File: src/sv/relo_pkg.sv
// Shared types, constants and microcode table for the ring entry offset locator.
`timescale 1ns / 1ps

package relo_pkg;

	localparam int SLOTS_DEF = 16;
	localparam int TAG_W     = 32;
	localparam int SIZE_W    = 16;
	localparam int OFFSET_W  = 20;
	localparam int SLOT_F_W  = 4;

	localparam logic MODE_ADD  = 1'b0;
	localparam logic MODE_FIND = 1'b1;

	typedef struct packed {
		logic                mode;
		logic [TAG_W-1:0]    entry_tag;
		logic [SIZE_W-1:0]   entry_size;
		logic [OFFSET_W-1:0] byte_offset;
	} in_item_t;

	typedef struct packed {
		logic                hit;
		logic [SLOT_F_W-1:0] slot;
		logic [TAG_W-1:0]    found_tag;
		logic [SIZE_W-1:0]   found_size;
		logic [SIZE_W-1:0]   offset_within;
	} out_item_t;

	// microcode step addresses
	typedef enum logic [1:0] {
		ST_IDLE,
		ST_ADD,
		ST_SCAN
	} step_t;

	// jump conditions
	typedef enum logic [1:0] {
		JC_DISPATCH,
		JC_POST,
		JC_SCAN
	} jcond_t;

	typedef struct packed {
		logic   accept;
		logic   ring_wr;
		logic   scan;
		jcond_t jc;
		step_t  tgt;
	} ctrl_t;

	function automatic ctrl_t ucode(step_t s);
		ctrl_t cw;
		cw = '{accept: 1'b0, ring_wr: 1'b0, scan: 1'b0, jc: JC_DISPATCH, tgt: ST_IDLE};
		unique case (s)
			ST_IDLE: begin
				cw.accept = 1'b1;
				cw.jc     = JC_DISPATCH;
			end
			ST_ADD: begin
				cw.ring_wr = 1'b1;
				cw.jc      = JC_POST;
				cw.tgt     = ST_IDLE;
			end
			ST_SCAN: begin
				cw.scan = 1'b1;
				cw.jc   = JC_SCAN;
				cw.tgt  = ST_IDLE;
			end
			default: begin
				cw.jc  = JC_POST;
				cw.tgt = ST_IDLE;
			end
		endcase
		return cw;
	endfunction

endpackage

File: src/sv/ring_entry_offset_locator.sv
// Top level: ring of entry descriptors with byte offset lookup, microcoded control.
//
// Usage: one input channel (in_valid/in_ready/in_data) and one result channel
// (out_valid/out_ready/out_data), both valid/ready. Every input transaction yields
// exactly one result transaction, in order. mode add writes tag and size at the
// write slot, overwriting the oldest entry once the ring is full; its result is
// all zero. mode find walks the stored entries oldest first and reports the one
// holding byte_offset, or an all-zero result on a miss.
// An add loads the result register from its add step. A find loads it once the
// scan stops, after at most SLOTS entries have been read; the scan reads one
// entry per cycle through the single RAM read port, and the RAM registers its
// read data, so the last entry read is checked after that read.
// One item is in work at a time; in_ready is high only while the sequencer sits in
// its idle step, which it reenters as the result is loaded and which includes
// the time a finished result waits in the output register.
// Reset clears the slot pointers, the full flag, the sequencer and out_valid; the
// entry RAM is not cleared, only written entries are ever scanned.
// A stalled receiver holds out_data; the sequencer stops at its result step until
// the output register frees up.
`timescale 1ns / 1ps

module ring_entry_offset_locator
	import relo_pkg::*;
#(
	parameter int SLOTS = SLOTS_DEF
) (
	input  logic      clk,
	input  logic      arst_n,
	input  logic      in_valid,
	output logic      in_ready,
	input  in_item_t  in_data,
	output logic      out_valid,
	input  logic      out_ready,
	output out_item_t out_data
);

	localparam int SLOT_W = (SLOTS > 1) ? $clog2(SLOTS) : 1;
	localparam int CNT_W  = $clog2(SLOTS + 1);
	localparam int RUN_W  = SIZE_W + CNT_W;
	localparam int CMP_W  = (RUN_W + 1 > OFFSET_W) ? RUN_W + 1 : OFFSET_W;
	localparam int ENT_W  = TAG_W + SIZE_W;
	localparam logic [SLOT_W-1:0] LAST_SLOT = SLOT_W'(SLOTS - 1);

	function automatic logic [SLOT_W-1:0] nxt(logic [SLOT_W-1:0] s);
		return (s == LAST_SLOT) ? '0 : s + 1'b1;
	endfunction

	step_t               step_q, step_d;
	ctrl_t               cw;
	in_item_t            item_q;
	logic [SLOT_W-1:0]   wr_slot_q, rd_slot_q, idx_q, data_idx_q;
	logic                full_q, rd_vld_q, out_valid_q;
	logic [CNT_W-1:0]    cnt_q;
	logic [RUN_W-1:0]    run_q;
	out_item_t           out_data_q, res_d;

	logic                in_acc, out_free, post, scan_go, scan_done, hit_now, ent_ok;
	logic [ENT_W-1:0]    ram_rdata;
	logic [TAG_W-1:0]    ent_tag;
	logic [SIZE_W-1:0]   ent_size;
	logic [CMP_W-1:0]    sum_w, pos_w, diff_w;
	logic [SLOT_W+SLOT_F_W-1:0] slot_ext;
	logic [SLOT_W-1:0]   wr_nxt, rd_nxt;

	assign cw        = ucode(step_q);
	assign in_ready  = cw.accept;
	assign in_acc    = in_valid & cw.accept;
	assign out_free  = ~out_valid_q | out_ready;
	assign out_valid = out_valid_q;
	assign out_data  = out_data_q;

	assign ent_tag   = ram_rdata[ENT_W-1:SIZE_W];
	assign ent_size  = ram_rdata[SIZE_W-1:0];
	assign ent_ok    = rd_vld_q && (ent_tag != '0) && (ent_size != '0);
	assign sum_w     = CMP_W'(run_q) + CMP_W'(ent_size);
	assign pos_w     = CMP_W'(item_q.byte_offset);
	assign diff_w    = pos_w - CMP_W'(run_q);
	assign hit_now   = ent_ok && (pos_w < sum_w);
	assign scan_done = hit_now || (cnt_q == '0);
	assign scan_go   = cw.scan && !scan_done;
	assign post      = out_free && (cw.ring_wr || (cw.scan && scan_done));
	assign slot_ext  = {{SLOT_F_W{1'b0}}, data_idx_q};

	assign wr_nxt = nxt(wr_slot_q);
	assign rd_nxt = full_q ? nxt(rd_slot_q) : rd_slot_q;

	always_comb begin
		res_d = '0;
		if (cw.scan && hit_now) begin
			res_d.hit           = 1'b1;
			res_d.slot          = slot_ext[SLOT_F_W-1:0];
			res_d.found_tag     = ent_tag;
			res_d.found_size    = ent_size;
			res_d.offset_within = diff_w[SIZE_W-1:0];
		end
	end

	always_comb begin
		step_d = step_q;
		unique case (cw.jc)
			JC_DISPATCH: begin
				if (in_acc) begin
					step_d = (in_data.mode == MODE_FIND) ? ST_SCAN : ST_ADD;
				end
			end
			JC_POST: begin
				if (out_free) begin
					step_d = cw.tgt;
				end
			end
			JC_SCAN: begin
				if (scan_done && out_free) begin
					step_d = cw.tgt;
				end
			end
			default: step_d = ST_IDLE;
		endcase
	end

	relo_ram #(
		.WIDTH(ENT_W),
		.DEPTH(SLOTS),
		.AW   (SLOT_W)
	) u_ram (
		.clk  (clk),
		.we   (cw.ring_wr && out_free),
		.waddr(wr_slot_q),
		.wdata({item_q.entry_tag, item_q.entry_size}),
		.re   (scan_go),
		.raddr(idx_q),
		.rdata(ram_rdata)
	);

	always_ff @(posedge clk or negedge arst_n) begin
		if (!arst_n) begin
			step_q      <= ST_IDLE;
			wr_slot_q   <= '0;
			rd_slot_q   <= '0;
			full_q      <= 1'b0;
			rd_vld_q    <= 1'b0;
			out_valid_q <= 1'b0;
			idx_q       <= '0;
			cnt_q       <= '0;
		end else begin
			step_q <= step_d;
			if (in_acc) begin
				idx_q    <= full_q ? rd_slot_q : '0;
				cnt_q    <= full_q ? CNT_W'(SLOTS) : CNT_W'(wr_slot_q);
				rd_vld_q <= 1'b0;
			end
			if (cw.ring_wr && out_free) begin
				rd_slot_q <= rd_nxt;
				wr_slot_q <= wr_nxt;
				full_q    <= (wr_nxt == rd_nxt);
			end
			if (cw.scan && !(scan_done && !out_free)) begin
				rd_vld_q <= scan_go;
			end
			if (scan_go) begin
				idx_q <= nxt(idx_q);
				cnt_q <= cnt_q - 1'b1;
			end
			if (post) begin
				out_valid_q <= 1'b1;
			end else if (out_ready) begin
				out_valid_q <= 1'b0;
			end
		end
	end

	always_ff @(posedge clk) begin
		if (in_acc) begin
			item_q <= in_data;
			run_q  <= '0;
		end
		if (scan_go) begin
			data_idx_q <= idx_q;
			if (ent_ok) begin
				run_q <= run_q + RUN_W'(ent_size);
			end
		end
		if (post) begin
			out_data_q <= res_d;
		end
	end

endmodule

File: src/sv/relo_ram.sv
// Generic RAM: one write port, one read port with registered read data.
`timescale 1ns / 1ps

module relo_ram #(
	parameter int WIDTH = 8,
	parameter int DEPTH = 16,
	parameter int AW    = (DEPTH > 1) ? $clog2(DEPTH) : 1
) (
	input  logic             clk,
	input  logic             we,
	input  logic [AW-1:0]    waddr,
	input  logic [WIDTH-1:0] wdata,
	input  logic             re,
	input  logic [AW-1:0]    raddr,
	output logic [WIDTH-1:0] rdata
);

	logic [WIDTH-1:0] mem_q [DEPTH];

	always_ff @(posedge clk) begin
		if (we) begin
			mem_q[waddr] <= wdata;
		end
		if (re) begin
			rdata <= mem_q[raddr];
		end
	end

endmodule

File: config.mk
export PLATFORM = sky130hd
export DESIGN_NAME = ring_entry_offset_locator
export DESIGN_NICKNAME = d
export VERILOG_FILES = /design/src/sv/relo_pkg.sv /design/src/sv/ring_entry_offset_locator.sv /design/src/sv/relo_ram.sv
export SDC_FILE = /design/constraint.sdc
export NUM_CORES = 1
export LEC_CHECK = 0
export BUFFER_PORTS_ARGS = -buffer_cell sky130_fd_sc_hd__buf_2
export CORE_AREA = 2 2 270 272
export CTS_CLUSTER_SIZE = 16
export DETAILED_ROUTE_END_ITERATION = 6
export DIE_AREA = 0 0 272 274
export PLACE_DENSITY = 0.78
export SLEW_MARGIN = 10
export SYNTH_ARGS = -nofsm -noshare
export SYNTH_HDL_FRONTEND = slang
export SYNTH_HIERARCHICAL = 1
export SYNTH_SLANG_ARGS = --single-unit
File: constraint.sdc
create_clock -name clk -period 13.8 [get_ports clk]
set_input_delay 0.69 -clock clk [delete_from_list [all_inputs] [get_ports clk]]
set_output_delay 0.69 -clock clk [all_outputs]
set_load 0.005 [all_outputs]
==> flow_summary.toml <==
[run_status]
status = "finished clean"

[layout]
seqCellArea_sq_um = 29700
multiInputGateArea_sq_um = 8880
area_growth_pct = 12.9
stdcell_count = 3181
fillers = 4810
nets = 2274
drive_gt1_frac = 0.249

[timing]
tightestPinTransition_ns = 1.07
final_hold_viol_count = 0
fin_crit_sh = 0.428
finalCriticalPeriod_ns = 5.91
finalSetupViolCount = 0
fin_setup_tns_ns = 0
max_clock_freq_mhz = 169
fin_skew_ns = 0.0556
rsz0062_at_grt = "false"
max_slew_margin = 0.288
drv_slew = 0

[cts]
clk_latency_ns = 0.68
clkSlewWorstSetupHoldPaths_ns = 0.06
clockRootBuffer = "clkbuf_16"
clockBufferDepth = 3
cts_buffers = 96
cts_max_level = 3
cts_tree = "yes"
post_cts_resized = 0
cts.sink_count = 1000

[critical_path]
critPathCaptureType = "flop"
crit_required_ns = 14.10
crit_path_cell_trace = "ha_1 -> fa_1 -> a211oi_2 -> o211ai_2 -> nand3_2 -> o21ai_4 -> a31oi_1 -> xor2_1 -> ha_1 -> nand2_1 -> o21ai_0 -> a21o_1 -> a22oi_1 -> a31oi_1 -> a31oi_4 -> buf_4 -> o21ai_0 -> a21oi_4 -> buf_12 -> buf_4"
crit_type = "reg -> reg"
cp_top_family = "compound AO/OA/AOI/OAI gates"
cp.arrival_ns = 6.21
slowest_delay_ns = 0.53
crit_slowest_cell = "buf_4"
start_kind = "flop"
crit_path_max_fanout = 63
cp_num_buf_inv = 3

[placed_design]
io_buffers = 143
place_inst = 3004
dp_hpwl_microns = 44200
place_congestion = 0.879

[logic_synthesis]
ys_async_sr_fraction = 0.0220
ys_warn_count = 6
synth_edf_count = 957
synth.ff_latch_count = 1000
synth_top_cell_by_area = "edfxtp_1"
synth_cells = 1958
syn_area_sq_um = 39000
ys.flop_type = "edfxtp_1"
yosys-top-cells-area = "edfxtp_1, mux4_2, a22oi_1"
synth_most_common_cell = "edfxtp_1"
synth_cell_types = 70
synth.net_count = 2087
synth_top_cell_area_share = 0.737
ys_seq_area_frac = 0.762
synthTopCellsByCount = "edfxtp_1, mux4_2, nand2_1, a22oi_1, and3_1"
avgSynthCellArea_sq_um = 19.9

[floorplanning]
core_sq_um = 72000
std_cell_rows = 99
die_y_microns = 274
ios = 144
die_w_microns = 272
initial_core_util = 0.542
dieArea_sq_um = 74500

[routing]
vias = 20085
dr.pass1.iters = 6
drt_iter0_markers = 2308
via_per_inst = 6.31
ant_nets = 0
drt-total-wl_microns = 87900
avgRoutedWirePerCell_microns = 27.6
drc = 0

[grt]
antenna_found_initial = 0
grtUsageTotal = 0.238
grt_pass1_wl_microns = 129000
grt_pass1_vias = 20244
grt_max_degree = 100
gr-total-overflow = 0

[worst_hold_path]
worstHoldPathType = "in -> reg"

[pwr]
vdd_ir_drop_max_mv = 0.126
finalPower_mw = 8.69
power_leakage_nw = 14.6
power_density_nw_per_um2 = 197

[job]
cap_violations = 0
stage by stage:
| stage | utilization | hold WS, ns | cell area (sq um) | setup WS (ns) |
|---|---|---|---|---|
| after detailed placement | 0.568 | 0.476 | 40900 | 7.50 |
| after global routing | 0.612 | 0.168 | 44000 | 7.47 |
| final | 0.612 | 0.192 | 44000 | 7.89 |
| after floorplan | - | 0.394 | 39000 | 6.43 |
| after CTS | 0.611 | 0.160 | 44000 | 7.48 |
| after global placement | 0.568 | 0.464 | 40900 | 7.73 |
cell families after synthesis:
logic type	count (synthesis)	synth area share
DFF	1000	0.762
AOI/OAI and AO/OA	230	0.0421
adders and majority gates	56	0.0184
xor gates and xnor gates	33	0.00741
muxes	217	0.118
and+or+nand+nor	303	0.0383
buffers and inverters	119	0.0140
flip-flops by register name, summed over array words and instances (netlist names), 4 cells and up:
name,flops
data_idx_q,4
idx_q,4
wr_slot_q,4
run_q,21
u_ram/rdata,48
out_data,69
rd_slot_q,4
item_q,68
cnt_q,5
u_ram/mem_q,768
repair_timing:
item,4_1_cts,5_1_grt
setup buffers,0,0
hold buffers,1,0
hold endpoints to repair,3,0
final timing paths:
| kind | start | end | slack [ns] | cells after the start |
|---|---|---|---|---|
| max | u_ram/rdata[0] | out_data[63] | 7.89 | 20 |
| min | in_data[57] | item_q[57] | 0.19 | 1 |
| max reg2reg | u_ram/rdata[0] | out_data[63] | 7.89 | 20 |
| min reg2reg | run_q[8] | run_q[8] | 0.49 | 2 |
| max in group asynchronous | arst_n | idx_q[1] | 12.85 | 2 |
| min in group asynchronous | arst_n | wr_slot_q[3] | 0.54 | 2 |
placed cells by master (no fill, tap or decap), types with 19 or more instances in the layout:
master and count:
dfrtp_1 20, and3_1 57, edfxtp_1 957, a22oi_1 97, a21oi_1 39, inv_1 29, o21ai_0 26, dfxtp_1 21
ha_1 54, nor2_1 32, buf_2 143, clkinv_2 19, clkinv_1 20, buf_4 31, clkbuf_16 97, mux4_2 192
nand2_1 115
layer usage:
metal / global-route usage / wire, microns / vias to the layer above
li1: - / - / 8411
met1: 0.322 / 33100 / 10342
met2: 0.398 / 43900 / 1151
met3: 0.0391 / 8200 / 181
met4: 0.0771 / 2690 / 0
met5: 0 / 0 / -
power breakdown:
| part | leakage, nW | internal (mW) | switching, mW |
|---|---|---|---|
| Clock | 1.52 | 1.47 | 1.13 |
| Combinational | 3.95 | 0.888 | 1.10 |
| Sequential | 9.14 | 3.77 | 0.328 |
layout make-up:
cell class	instances	share of cell area
diodes	1	0.0000568
clock buffers	116	0.0572
clock inverters	58	0.0134
inverters	31	0.00270
multi-input cells	839	0.202
flip-flops and latches	1000	0.675
well taps	959	0.0273
repair buffers	177	0.0227
worst reg2reg max path: stages (launching register included):
cell      delay (ns)
edfxtp_1        0.41
ha_1            0.23
fa_1            0.43
a211oi_2        0.33
o211ai_2        0.14
nand3_2         0.13
o21ai_4         0.09
a31oi_1         0.38
xor2_1          0.18
ha_1            0.24
nand2_1         0.10
o21ai_0         0.10
a21o_1          0.18
a22oi_1         0.18
a31oi_1         0.18
a31oi_4         0.18
buf_4           0.53
o21ai_0         0.34
a21oi_4         0.45
buf_12          0.25
buf_4           0.47
Power figures use the tool's default switching activity.
